**config.mk**
```make
export PLATFORM = sky130hd
export DESIGN_NAME = double_ended_queue
export DESIGN_NICKNAME = d
export VERILOG_FILES = /design/src/rtl/core/deq_pkg.sv /design/src/rtl/core/double_ended_queue.sv /design/src/rtl/core/deq_ram.sv
export SDC_FILE = /design/constraint.sdc
export NUM_CORES = 1
export LEC_CHECK = 0
export BUFFER_PORTS_ARGS = -buffer_cell sky130_fd_sc_hd__buf_2
export CORE_MARGIN = 1
export CORE_UTILIZATION = 40
export DETAILED_ROUTE_END_ITERATION = 6
export GPL_TIMING_DRIVEN = 0
export PLACE_DENSITY_LB_ADDON = 0.2
export SYNTH_ARGS = -nofsm -noshare
export SYNTH_HDL_FRONTEND = slang
export SYNTH_SLANG_ARGS = --single-unit
```
**constraint.sdc**
```tcl
create_clock -name clock -period 9.5 [get_ports clock]
set_input_delay 0.95 -clock clock [delete_from_list [all_inputs] [get_ports clock]]
set_output_delay 0.95 -clock clock [all_outputs]
set_load 0.005 [all_outputs]
```
**src/rtl/core/deq_pkg.sv**
```systemverilog
package deq_pkg;

   localparam int DATA_W = 32;

   typedef enum logic [2:0] {
      OP_PUSH_FRONT = 3'd0,
      OP_POP_FRONT  = 3'd1,
      OP_PUSH_BACK  = 3'd2,
      OP_POP_BACK   = 3'd3,
      OP_DUMP       = 3'd4
   } op_type;

   typedef enum logic [1:0] {
      STAT_OK    = 2'd0,
      STAT_EMPTY = 2'd1,
      STAT_FULL  = 2'd2
   } status_type;

endpackage

```
**src/rtl/core/double_ended_queue.sv**
```systemverilog
// channel   | ports                                   | handshake
// ----------+-----------------------------------------+------------------------------
// request   | req_op, req_value_in                    | beat when start && !busy
// response  | rsp_value_out, rsp_status, rsp_last     | rsp_strobe, one cycle, no stall
//
// every result appears in the cycle after the beat (or dump read) that causes it
// push and pop leave busy low, so the next beat may follow at once
// a dump reads one entry per cycle through the single read port, so on a
// non-empty queue it emits occupancy results and holds busy high until its last read
// reset is synchronous and active high: empty queue, front at entry zero
// the receiver cannot stall, so nothing waits on the response side
module double_ended_queue import deq_pkg::*; #(
   parameter int DEPTH = 16
) (
   input  logic                     clock,
   input  logic                     reset,
   input  logic                     start,
   output logic                     busy,
   input  logic [2:0]               req_op,
   input  logic signed [DATA_W-1:0] req_value_in,
   output logic                     rsp_strobe,
   output logic signed [DATA_W-1:0] rsp_value_out,
   output logic [1:0]               rsp_status,
   output logic                     rsp_last
);

   localparam int IW = (DEPTH > 1) ? $clog2(DEPTH) : 1;
   localparam int CW = $clog2(DEPTH + 1);
   localparam int SW = CW + 1;
   localparam logic [IW-1:0] LAST_IDX = IW'(DEPTH - 1);
   localparam logic [CW-1:0] FULL_OCC = CW'(DEPTH);
   localparam logic [SW-1:0] DEPTH_S  = SW'(DEPTH);

   typedef enum logic [1:0] {
      ST_IDLE = 2'b01,
      ST_DUMP = 2'b10
   } state_type;

   state_type state_ff, state_in;
   logic [IW-1:0] front_ff, front_in;
   logic [CW-1:0] occ_ff, occ_in;
   logic [IW-1:0] pos_ff, pos_in;      // last entry read by a dump
   logic [CW-1:0] cnt_ff, cnt_in;      // dump reads still to issue

   // response pipe, one stage to line up with the memory read
   logic       vld_ff, vld_in;
   logic       sel_ff, sel_in;          // take value from memory
   status_type status_ff, status_in;
   logic       last_ff, last_in;

   // memory port
   logic                     wr_en;
   logic [IW-1:0]            wr_addr;
   logic                     rd_en;
   logic [IW-1:0]            rd_addr;
   logic signed [DATA_W-1:0] rd_data;

   logic          accept;
   logic          full;
   logic          empty;
   logic [IW-1:0] front_dec;
   logic [IW-1:0] front_inc;
   logic [IW-1:0] pos_dec;
   logic [SW-1:0] tail_sum;
   logic [SW-1:0] back_sum;
   logic [IW-1:0] tail_idx;
   logic [IW-1:0] back_idx;

   assign busy   = (state_ff == ST_DUMP);
   assign accept = start && !busy;
   assign full   = (occ_ff == FULL_OCC);
   assign empty  = (occ_ff == '0);

   // circular index arithmetic, wraps at DEPTH in both directions
   assign front_dec = (front_ff == '0) ? LAST_IDX : front_ff - 1'b1;
   assign front_inc = (front_ff == LAST_IDX) ? '0 : front_ff + 1'b1;
   assign pos_dec   = (pos_ff == '0) ? LAST_IDX : pos_ff - 1'b1;

   // first free slot behind the back, and the back element itself
   assign tail_sum = SW'(front_ff) + SW'(occ_ff);
   assign back_sum = tail_sum - 1'b1;
   assign tail_idx = (tail_sum >= DEPTH_S) ? IW'(tail_sum - DEPTH_S) : IW'(tail_sum);
   assign back_idx = (back_sum >= DEPTH_S) ? IW'(back_sum - DEPTH_S) : IW'(back_sum);

   always_comb begin
      state_in  = state_ff;
      front_in  = front_ff;
      occ_in    = occ_ff;
      pos_in    = pos_ff;
      cnt_in    = cnt_ff;
      vld_in    = 1'b0;
      sel_in    = 1'b0;
      status_in = STAT_OK;
      last_in   = 1'b1;
      wr_en     = 1'b0;
      wr_addr   = front_dec;
      rd_en     = 1'b0;
      rd_addr   = front_ff;

      if (state_ff == ST_DUMP) begin
         // walk toward the front, one read per cycle
         rd_en   = 1'b1;
         rd_addr = pos_dec;
         pos_in  = pos_dec;
         cnt_in  = cnt_ff - 1'b1;
         vld_in  = 1'b1;
         sel_in  = 1'b1;
         last_in = (cnt_ff == CW'(1));
         if (cnt_ff == CW'(1)) begin
            state_in = ST_IDLE;
         end
      end else if (accept) begin
         case (op_type'(req_op))
            OP_PUSH_FRONT: begin
               vld_in = 1'b1;
               if (full) begin
                  status_in = STAT_FULL;
               end else begin
                  wr_en    = 1'b1;
                  wr_addr  = front_dec;
                  front_in = front_dec;
                  occ_in   = occ_ff + 1'b1;
               end
            end
            OP_POP_FRONT: begin
               vld_in = 1'b1;
               if (empty) begin
                  status_in = STAT_EMPTY;
               end else begin
                  rd_en    = 1'b1;
                  rd_addr  = front_ff;
                  sel_in   = 1'b1;
                  front_in = front_inc;
                  occ_in   = occ_ff - 1'b1;
               end
            end
            OP_PUSH_BACK: begin
               vld_in = 1'b1;
               if (full) begin
                  status_in = STAT_FULL;
               end else begin
                  wr_en   = 1'b1;
                  wr_addr = tail_idx;
                  occ_in  = occ_ff + 1'b1;
               end
            end
            OP_POP_BACK: begin
               vld_in = 1'b1;
               if (empty) begin
                  status_in = STAT_EMPTY;
               end else begin
                  rd_en   = 1'b1;
                  rd_addr = back_idx;
                  sel_in  = 1'b1;
                  occ_in  = occ_ff - 1'b1;
               end
            end
            OP_DUMP: begin
               vld_in = 1'b1;
               if (empty) begin
                  status_in = STAT_EMPTY;
               end else begin
                  // back element first, the rest follow from the dump state
                  rd_en   = 1'b1;
                  rd_addr = back_idx;
                  sel_in  = 1'b1;
                  pos_in  = back_idx;
                  cnt_in  = occ_ff - 1'b1;
                  last_in = (occ_ff == CW'(1));
                  if (occ_ff != CW'(1)) begin
                     state_in = ST_DUMP;
                  end
               end
            end
            default: begin
               // unused codes: beat taken, nothing happens
            end
         endcase
      end
   end

   always_ff @(posedge clock) begin
      if (reset) begin
         state_ff <= ST_IDLE;
         front_ff <= '0;
         occ_ff   <= '0;
         cnt_ff   <= '0;
         vld_ff   <= 1'b0;
      end else begin
         state_ff <= state_in;
         front_ff <= front_in;
         occ_ff   <= occ_in;
         cnt_ff   <= cnt_in;
         vld_ff   <= vld_in;
      end
   end

   // payload side of the pipe, no reset needed
   always_ff @(posedge clock) begin
      pos_ff    <= pos_in;
      sel_ff    <= sel_in;
      status_ff <= status_in;
      last_ff   <= last_in;
   end

   deq_ram #(
      .DEPTH (DEPTH),
      .IW    (IW)
   ) u_ram (
      .clock   (clock),
      .wr_en   (wr_en),
      .wr_addr (wr_addr),
      .wr_data (req_value_in),
      .rd_en   (rd_en),
      .rd_addr (rd_addr),
      .rd_data (rd_data)
   );

   // pushes and errors carry zero
   assign rsp_strobe    = vld_ff;
   assign rsp_value_out = sel_ff ? rd_data : '0;
   assign rsp_status    = status_ff;
   assign rsp_last      = last_ff;

   // a dump in progress always has entries left and reads still to issue
   a_dump_nonempty: assert property (@(posedge clock) disable iff (reset)
      (state_ff == ST_DUMP) |-> (occ_ff != '0 && cnt_ff != '0))
      else $error("dump running on an empty queue");

   // occupancy never exceeds the store
   a_occ_bound: assert property (@(posedge clock) disable iff (reset)
      occ_ff <= FULL_OCC)
      else $error("occupancy beyond depth");

   // no result without a beat or a dump read in the cycle before
   a_rsp_cause: assert property (@(posedge clock) disable iff (reset)
      rsp_strobe |-> $past(accept || busy))
      else $error("result without cause");

   // the queue does not change while a dump walks it
   a_dump_frozen: assert property (@(posedge clock) disable iff (reset)
      busy |=> ($stable(occ_ff) && $stable(front_ff)))
      else $error("queue changed during dump");

endmodule

```
**src/rtl/core/deq_ram.sv**
```systemverilog
module deq_ram import deq_pkg::*; #(
   parameter int DEPTH = 16,
   parameter int IW    = 4
) (
   input  logic                     clock,
   input  logic                     wr_en,
   input  logic [IW-1:0]            wr_addr,
   input  logic signed [DATA_W-1:0] wr_data,
   input  logic                     rd_en,
   input  logic [IW-1:0]            rd_addr,
   output logic signed [DATA_W-1:0] rd_data
);

   logic signed [DATA_W-1:0] mem [DEPTH];
   logic signed [DATA_W-1:0] rd_data_ff;

   always_ff @(posedge clock) begin
      if (wr_en) begin
         mem[wr_addr] <= wr_data;
      end
      if (rd_en) begin
         rd_data_ff <= mem[rd_addr];
      end
   end

   assign rd_data = rd_data_ff;

endmodule

```
**Yosys cells after proc, flatten, opt, wreduce, memory -nomap -nowiden**

Memories as Yosys holds them, arrays and structs flattened. A register that Yosys moved wholly into a read port is not among the register bits.
Index checks and enable logic that the tools add are counted.

- Register bits: 25
- RAM bits: 512
- Input port bits: 38
- Output and inout bits: 37
- Logic and storage cells: 114
- Memories: 1

Memories:

| memory | words | width | read ports | clocked after Yosys merged registers in | write ports | RTL line | text |
|---|---|---|---|---|---|---|---|
| u_ram.mem | 16 | 32 | 1 | 1 | 1 | deq_ram.sv:14 | `logic signed [DATA_W-1:0] mem [DEPTH];` |

- Add/sub/neg operators: 10
- Magnitude comparators: 2
- Equality and inequality tests: 16
- Muxes and demuxes: 53
- Bitwise logic cells: 2
- Reduce and logical (&&, ||, !) cells: 21

Operators with widths:

| kind | count |
|---|---|
| $mux W4 | 19 |
| $mux W32 | 1 |
| $mux W5 | 5 |
| $mux W1 | 18 |
| $sub A4 B1 Y4 const B | 4 |
| $reduce_and A5 Y1 | 3 |
| $mux W2 | 7 |
| $ge A6 B5 Y1 const B | 2 |
| $eq A5 B1 Y1 const B | 2 |
| $ne A2 B2 Y1 const B | 5 |
| $pmux W5 S2 | 1 |
| $reduce_bool A2 Y1 | 5 |
| $sub A5 B1 Y5 const B | 2 |
| $logic_not A4 Y1 | 2 |
| $pmux W4 S2 | 1 |
| $reduce_or A2 Y1 | 4 |
| $add A4 B5 Y6 | 1 |
| $eq A3 B2 Y1 const B | 2 |
| $sub A6 B1 Y6 const B | 1 |
| $add A5 B1 Y5 const B | 1 |
| $eq A5 B5 Y1 const B | 1 |
| $logic_not A5 Y1 | 1 |
| $ne A5 B1 Y1 const B | 1 |
| $reduce_or A5 Y1 | 1 |
| 13 further kinds | 14 |

**Logic depth before layout (Yosys ltp)**

Gate-level depths: netlist (run 1).

- Depth after elaboration: 8
- Mapped depth: 13

**Cells and area by module**

Synthesis (run 1) repeated with hierarchy kept, for this count alone.

- Cells, all modules: 1098
- Area, all modules: 22280.1 µm²

Modules (own cells, without submodules):

| module | times used | cells an instance | area an instance (µm²) | sequential area each (µm²) |
|---|---|---|---|---|
| deq_ram | 1 | 838 | 20155.6 | 16335.7 |
| double_ended_queue | 1 | 260 | 2124.5 | 540.5 |

**Worst setup path after synthesis (run 1)**

Ideal clock, no wire load.

- Kind: input to register
- Start: input req_op[1]
- End: register u_ram.rd_data_ff[0] (netlist: u_ram.rd_data[0]) (read register of u_ram.mem), enable pin
- Setup time: 0.467 ns
- Data arrival time: 3.804 ns
- Data required time: 9.033 ns
- Slack: 5.228 ns
- Cell stages on the path: 4
- Path buffers: 1
- Cells stage by stage: clkbuf_1 > nor3b_2 > nor2_1 > o21ai_0

- Cells in the longest elaborated chain, start to end: 5

RTL lines:

| element | RTL line | text |
|---|---|---|
| from (decl) | double_ended_queue.sv:19 | `input logic [2:0] req_op,` |
| $eq A3 B3 Y1, or another cell as far along | double_ended_queue.sv:113 | `case (op_type'(req_op))` |
| $reduce_or A3 Y1 (no line) (*) | -- |  |
| $mux W1 (*) | -- |  |
| $mux W1 (*) | double_ended_queue.sv:112 | `end else if (accept) begin` |
| $mux W1 (*) | double_ended_queue.sv:100 | `if (state_ff == ST_DUMP) begin` |
| via rd_en | double_ended_queue.sv:54 | `logic rd_en;` |
| to (decl) | deq_ram.sv:15 | `logic signed [DATA_W-1:0] rd_data_ff;` |

The timed path passes the listed nets; every way through them passes the cells marked *.
A chain may end at the register's enable or synchronous reset.

**Worst setup path after layout (run 1)**

- Start: register occ_ff[0]
- End: register u_ram.rd_data_ff[24] (netlist: u_ram.rd_data[24]) (read register of u_ram.mem) (data pin)

- Cells in the longest elaborated chain, start to end: 8

RTL lines:

| element | RTL line | text |
|---|---|---|
| from (decl) | double_ended_queue.sv:41 | `logic [CW-1:0] occ_ff, occ_in;` |
| from (signal assigned) | double_ended_queue.sv:192 | `occ_ff <= occ_in;` |
| $add A4 B5 Y6 | double_ended_queue.sv:80 | `assign tail_sum = SW'(front_ff) + SW'(occ_ff);` |
| $sub A6 B1 Y6 | double_ended_queue.sv:81 | `assign back_sum = tail_sum - 1'b1;` |
| $ge A6 B5 Y1 / $sub A4 B1 Y4 (equally long branches) | double_ended_queue.sv:83 | `assign back_idx = (back_sum >= DEPTH_S) ? IW'(back_sum - DEPTH_S) : IW'(back_sum);` |
| $mux W4 | double_ended_queue.sv:83 |  |
| $mux W4 | double_ended_queue.sv:149, double_ended_queue.sv:160 |  |
| $mux W4 | -- |  |
| $mux W4 | double_ended_queue.sv:112 |  |
| $mux W4 | double_ended_queue.sv:100 |  |

Several ways; a longest one is shown, not always the timed one.

==> impl_results.md, run 1 <==
- Hold-fix buffers, CTS: 0
- IO Port Bufs: between 70 and 80
- Largest net degree at the start of global routing: 24
- Setup_tns: 0 ns
- GRT Overall Usage: 0.219
- Crit. End Element: register
- Cell variety after synth: 60
- Via Count: 15,000
- HPWL Detailed: 42.9 mm
- Rows: between 80 and 90
- DR WL/cell: 25.0 um
- Initial core utilization: 0.406
- Vias per cell: about 5.8
- CTS Buf Count: between 50 and 60
- CP required: 9.97 ns
- GP Congestion: 0.826
- Antenna Cells: 0
- DRC errors left: 0
- Inst Count DP: around 2,500
- Final design utilization: 0.470
- Area of the multi-input gates: 6100 um2
- ANT nets after route: 0
- Cell area after layout: roughly 27,000 um2
- Critical Path AT: between 4 and 5 ns
- Max Slew Vio Count: 0
- Crit path max fanout: 10
- Die Ht: around 240 um
- Pwr Density: roughly 200 nW/um2
- Period minus WS final: ~4.4 ns
- First-pass GRT wire length: 96.7 mm
- Number of global-route vias before repair: 14,900
- # setup viols final: 0
- Worst setup SP type: register
- Synth Cell Area: 23,500 um2
- RSZ-0062 raised after global routing: no
- P_leak: ~8.8 nW
- Final hold vios: 0
- Clk Latency, worst-skew pair: 0.62 ns
- Commonest register cell after synthesis: edfxtp_1
- Worst slew pin tran: ~1.2 ns
- Flops & latches, synth: 569
- H-tree levels: 2
- Starting DRT DRC Count: 1,311
- Syn nets: 1,688
- WL met2: roughly 30 mm
- Nets@finish: between 1,500 and 2,000
- Routed length on met3: between 4 and 5 mm
- Core Box Area: about 58,000 um2
- Fraction of layout cells with a size suffix above 1: 0.122
- Filler Cell Count: a little over 5,000
- Critical path origin: occ_ff[0]$_SDFFE_PP0P_
- # IOs: 75
- Hold Path Class: register to register
- Top Layer Used: met5
- Status: finished, final reports clean
- # Max-Cap Violations: 0
- EDFF count, synth: roughly 550
- Reg area: ~17,000 um2
- Asr flop ratio synth: 0
- Syn_area_per_cell: ~14 um2
- Total routed wirelength: roughly 65 mm
- Clock Tree Root: clkbuf_16
- Clock Skew: roughly 0.014 ns
- CTS Buffer Depth: 3
- Total gr overflow: 0
- Drt first pass iters: 7
- Max Fclk: around 230 MHz
- CTS tree: done
- WL met1: roughly 28 mm
- Clk sink count: between 500 and 600
- VDD IR max: 0.000137 V
- Hold_sp: cnt_ff[1]$_SDFFE_PP0P_
- Reg clk slew, reported paths: around 0.06 ns
- R2R Path Start: occ_ff[0]$_SDFFE_PP0P_
- Final Cycle Share: 0.462
- Slew margin rel.: 0.222
- Finished Layout Cells: roughly 2,600
- Sequential element share of the synthesized area: 0.719
- Post-CTS Setup Repair Bufs: 0
- Initial antenna violation count: 1
- CTS resizes: 0
- CP Class: register to register
- Synth warn: 0
- Die width: around 240 um
- Layout area overhead: 15.7%
- Syn Inst Count: 1,635
- Area after DPL: between 20,000 and 30,000 um2
- Die area: around 60,000 um2
-- placed cells by master (no fill, tap or decap), types with 5 or more instances in the layout --
| cell | instances |
|---|---|
| edfxtp_1 | 548 |
| nor2_1 | 34 |
| buf_16 | 10 |
| clkbuf_16 | 58 |
| o21ai_0 | 18 |
| mux2i_1 | 9 |
| a21boi_0 | 63 |
| mux2_2 | 5 |
| a221o_1 | 31 |
| inv_1 | 17 |
| nor2_4 | 16 |
| clkinv_1 | 13 |
| a21oi_1 | 174 |
| buf_1 | 12 |
| buf_2 | 96 |
| buf_12 | 7 |
| a211oi_1 | 35 |
| a311o_1 | 62 |
| nand2_1 | 150 |
| o32ai_1 | 62 |
| nor3_1 | 7 |
| xnor2_1 | 10 |
| bufinv_16 | 6 |
| and3_1 | 62 |
| a22oi_1 | 63 |
| ha_1 | 14 |
| clkbuf_1 | 112 |
| dfxtp_1 | 21 |
| nand2b_1 | 5 |
| and2_1 | 35 |
| clkinv_2 | 14 |
-- area by class of cell --
| class | count | share of cell area |
|---|---|---|
| clock inverters | 34 | 0.0118 |
| well taps | 765 | 0.0353 |
| flip-flops and latches | 569 | 0.622 |
| repair buffers | 88 | 0.0284 |
| plain buffers | 137 | 0.0206 |
| clock buffers | 72 | 0.0554 |
| multi-input cells | 911 | 0.225 |
| inverters | 18 | 0.00249 |
-- cell usage after synthesis (all sizes together), types with 5 or more instances --
| library cell | n | area (um2) |
|---|---|---|
| mux2 | 6 | 71.3 |
| dfxtp | 21 | 420 |
| a221o | 31 | 310 |
| a21oi | 174 | 871 |
| ha | 14 | 175 |
| and3 | 62 | 388 |
| nor2 | 50 | 188 |
| mux2i | 10 | 113 |
| o32ai | 62 | 543 |
| nand2b | 5 | 31.3 |
| o21ai | 20 | 100 |
| a211oi | 35 | 263 |
| a311o | 62 | 621 |
| a21boi | 63 | 473 |
| nand2 | 150 | 563 |
| and2 | 35 | 219 |
| nor3 | 8 | 40.0 |
| inv | 17 | 63.8 |
| a22oi | 63 | 473 |
| edfxtp | 548 | 16500 |
| clkbuf | 98 | 368 |
| buf | 39 | 193 |
| xnor2 | 10 | 87.6 |
-- report_power, final --
part	internal [mW]	switching (mW)
Clock	1.28	0.945
Sequential	2.79	0.00990
Combinational	0.162	0.333
Total	4.23	1.29
-- sequential cells by signal (all words and copies together), names as in the netlist --
signal	flops
cnt_ff	5
sel_ff	1
u_ram.mem	512
pos_ff	4
rsp_last	1
front_ff	4
occ_ff	5
state_ff	2
rsp_strobe	1
rsp_status	2
u_ram.rd_data	32
-- routing by layer --
layer | track usage | up-vias
li1 | - | 6775
met1 | 0.305 | 7545
met2 | 0.348 | 537
met3 | 0.0351 | 121
met4 | 0.0724 | 2
met5 | 0 | -
-- cells by family after synthesis --
| logic type | Yosys count | share of synthesized area |
|---|---|---|
| flip-flops | 569 | 0.719 |
| AO/OA/AOI/OAI | 533 | 0.164 |
| AND/OR/NAND/NOR | 332 | 0.0679 |
| buffers and inverters | 155 | 0.0268 |
| multiplexers | 16 | 0.00784 |
| XOR/XNOR | 15 | 0.00619 |
| adder cells (fa/ha/maj) | 15 | 0.00832 |
-- metrics by stage --
stage	power [mW]	hold slack, ns	setup WS (ns)
6_report	5.51	0.493	5.11
5_1_grt	5.68	0.505	4.98
4_1_cts	5.55	0.486	5.14
3_5_place_dp	3.34	0.477	4.80
3_3_place_gp	3.33	0.465	2.43
2_1_floorplan	3.13	0.445	5.23
-- worst max-delay path: stages (launching register included) --
cell and delay (ns):
dfxtp_1 0.41, inv_1 0.18, ha_1 0.22, or4b_4 0.51, o211a_2 0.19, mux2i_4 0.27
nand2_1 0.43, clkbuf_1 0.56, clkbuf_1 0.65, a21oi_1 0.15, o32ai_1 0.46, a221o_1 0.20
-- final timing paths --
path / to / slack [ns] / cells past startpoint
worst max-delay path: u_ram.rd_data[24]$_DFFE_PP_ / 5.11 / 11
worst min-delay path: cnt_ff[1]$_SDFFE_PP0P_ / 0.49 / 2
worst max register to register: u_ram.rd_data[24]$_DFFE_PP_ / 5.11 / 11
worst min register to register: cnt_ff[1]$_SDFFE_PP0P_ / 0.49 / 2
Power figures use the tool's default switching activity.
==> inputs of run 2 (changes only) <==
==> constraint.sdc (replaced) <==
create_clock -name clock -period 4.2 [get_ports clock]
set_input_delay 0.42 -clock clock [delete_from_list [all_inputs] [get_ports clock]]
set_output_delay 0.42 -clock clock [all_outputs]
set_load 0.005 [all_outputs]
==> impl_results.md, run 2 (synthesized netlist as in run 1, its figures left out) <==
- CP required: 4.67 ns (-5.30 ns)
- CTS Buf Count: 58 (unchanged)
- Max Slew Vio Count: 0 (unchanged)
- Total routed wirelength: 64.9 mm (about the same)
- Worst slew pin tran: 0.900 ns (-0.263 ns)
- Crit-path cells: ha_1 > fa_1 > inv_1 > ha_1 > nor2_1 > mux2_4 > buf_6 > nor2_1 > buf_2 > buf_2 > a211oi_1 > o32ai_1 > a221o_1
- Clock Skew: 0.0143 ns (+0.000113 ns)
- Filler Cell Count: 5,065 (-0.059%)
- Hold Path Class: primary input to register
- Critical path's slowest cell: fa_1
- Reg clk slew, reported paths: 0.06 ns (about the same)
- Total gr overflow: 0 (unchanged)
- # Max-Cap Violations: 0 (unchanged)
- Overall power: 12.5 mW (+130%)
- VDD IR max: 0.000312 V (+130%)
- Critical path buffers and inverters: 4 (+1)
- Die area: 59,600 um2 (unchanged)
- R2r setup slk: 0.14 ns (-4.98 ns)
- Die width: 244 um (unchanged)
- Clock Tree Root: clkbuf_16
- Max Fclk: 246 MHz (+8.0%)
- # IOs: 75 (unchanged)
- Hold path endpoint: rsp_status[1]$_SDFF_PP0_
- Die Ht: 244 um (unchanged)
- Initial antenna violation count: 1 (unchanged)
- Vias per cell: 5.79 (+0.18%)
- Hold path depth: 2 (unchanged)
- GP Congestion: 0.826 (unchanged)
- CP peak stage delay: 0.50 ns (-0.15 ns)
- Nets@finish: 1,835 (-0.054%)
- Clk Latency, worst-skew pair: 0.62 ns (about the same)
- Via Count: 15,000 (+0.14%)
- Setup_tns: 0 ns (unchanged)
- Most common cell after layout, fill and taps aside: edfxtp_1
- Rows: 88 (unchanged)
- Antenna Cells: 0 (unchanged)
- Final design utilization: 0.470 (about the same)
- R2R Path Start: occ_ff[0]$_SDFFE_PP0P_
- Hold_sp: req_op[2]
- RSZ-0062 raised after global routing: yes
- Biggest register: u_ram.mem
- First-pass GRT wire length: 96.7 mm (about the same)
- Final Cycle Share: 0.967 (+0.506)
- H-tree levels: 2 (unchanged)
- GRT Overall Usage: 0.219 (about the same)
- Core Box Area: 57,800 um2 (unchanged)
- IO Port Bufs: 71 (unchanged)
- Most frequent cells in the layout: 548 x edfxtp_1, 174 x a21oi_1, 149 x nand2_1, 97 x clkbuf_1, 96 x buf_2
- Post-CTS Setup Repair Bufs: 0 (unchanged)
- CP Class: register to register
- Initial core utilization: 0.406 (unchanged)
- Number of flip-flops under the largest register name: 512 (unchanged)
- Fraction of layout cells with a size suffix above 1: 0.134 (+0.0116)
- Status: finished, final reports clean
- Reg2reg end: u_ram.rd_data[23]$_DFFE_PP_
- Clk sink count: 569 (unchanged)
- Largest net degree at the start of global routing: 24 (unchanged)
- Crit path max fanout: 10 (unchanged)
- Critical Path AT: 4.53 ns (-0.33 ns)
- DRC errors left: 0 (unchanged)
- Number of global-route vias before repair: 14,900 (-0.060%)
- Delay-heaviest family, CP: adder cells
- Final hold vios: 0 (unchanged)
- Crit. End Element: register
- CTS tree: done
- DR WL/cell: 25.0 um (about the same)
- Drt first pass iters: 5 (-2)
- ANT nets after route: 0 (unchanged)
- Worst setup SP type: register
- FF-to-FF path depth: 13 (+2)
- Layout area overhead: 15.8% (about the same)
- P_leak: 8.85 nW (+0.58%)
- CTS Buffer Depth: 3 (unchanged)
- Period minus WS final: 4.06 ns (-0.325 ns)
- Starting DRT DRC Count: 1,289 (-1.7%)
- Slew margin rel.: 0.397 (+0.175)
- # setup viols final: 0 (unchanged)
- HPWL Detailed: 42.9 mm (unchanged)
- Pwr Density: 459 nW/um2 (+130%)
[run 2: cell count changes in the layout (fill, tap and decap cells not counted), sizes merged]
cell,previous run,this run
buf,127,123
clkbuf,170,173
[run 2: report_power, final]
part           switching [mW]  total, mW  internal (mW)
combinational           0.753       1.12          0.370
clock                    2.13       5.03           2.89
sequential             0.0227       6.32           6.30
[run 2: worst max-delay path by stage]
stage / startpoint / end / slack (ns) / depth (start not counted)
CTS: occ_ff[0]$_SDFFE_PP0P_ / u_ram.rd_data[19]$_DFFE_PP_ / 0.004 / 12
global route: occ_ff[0]$_SDFFE_PP0P_ / u_ram.rd_data[19]$_DFFE_PP_ / -0.006 / 11
global placement: occ_ff[0]$_SDFFE_PP0P_ / sel_ff$_DFF_P_ / -2.37 / 5
floorplan: occ_ff[0]$_SDFFE_PP0P_ / u_ram.rd_data[0]$_DFFE_PP_ / 0.40 / 5
finish: occ_ff[0]$_SDFFE_PP0P_ / u_ram.rd_data[23]$_DFFE_PP_ / 0.14 / 13
detailed placement: occ_ff[0]$_SDFFE_PP0P_ / u_ram.rd_data[21]$_DFFE_PP_ / -0.10 / 11
[run 2: repair_timing]
item,in CTS,in global routing
resized for setup,6,26
endpoints found under the setup margin,10,31
hold buffers,0,0
[run 2: layer usage]
metal | GRT usage | vias to the layer above | part of all wire
met2 | 0.348 | 539 | 0.47
met5 | 0 | - | 0.00012
li1 | - | 6774 | -
met3 | 0.0350 | 116 | 0.067
met1 | 0.306 | 7570 | 0.44
met4 | 0.0722 | 2 | 0.027
[run 2: layout make-up]
class	instances	area (um2)	area share
flip-flops and latches	569	16900	0.621
multi-input cells	911	6100	0.225
clock buffers	72	1500	0.0553
well taps	765	957	0.0352
repair buffers	88	771	0.0284
plain buffers	136	579	0.0213
clock inverters	34	319	0.0117
inverters	18	67.6	0.00249
[run 2: through the flow]
stage | hold WS (ns) | setup slack, ns | cell area (um2) | std cells
after floorplan | 0.445 | 0.396 | 23500 | 1635
after global placement | 0.465 | -2.37 | 24800 | 2471
after detailed placement | 0.477 | -0.103 | 25300 | 2488
after CTS | 0.0728 | 0.00366 | 27200 | 2594
after global routing | 0.116 | -0.00583 | 27200 | 2593
final | 0.0961 | 0.137 | 27200 | 2593
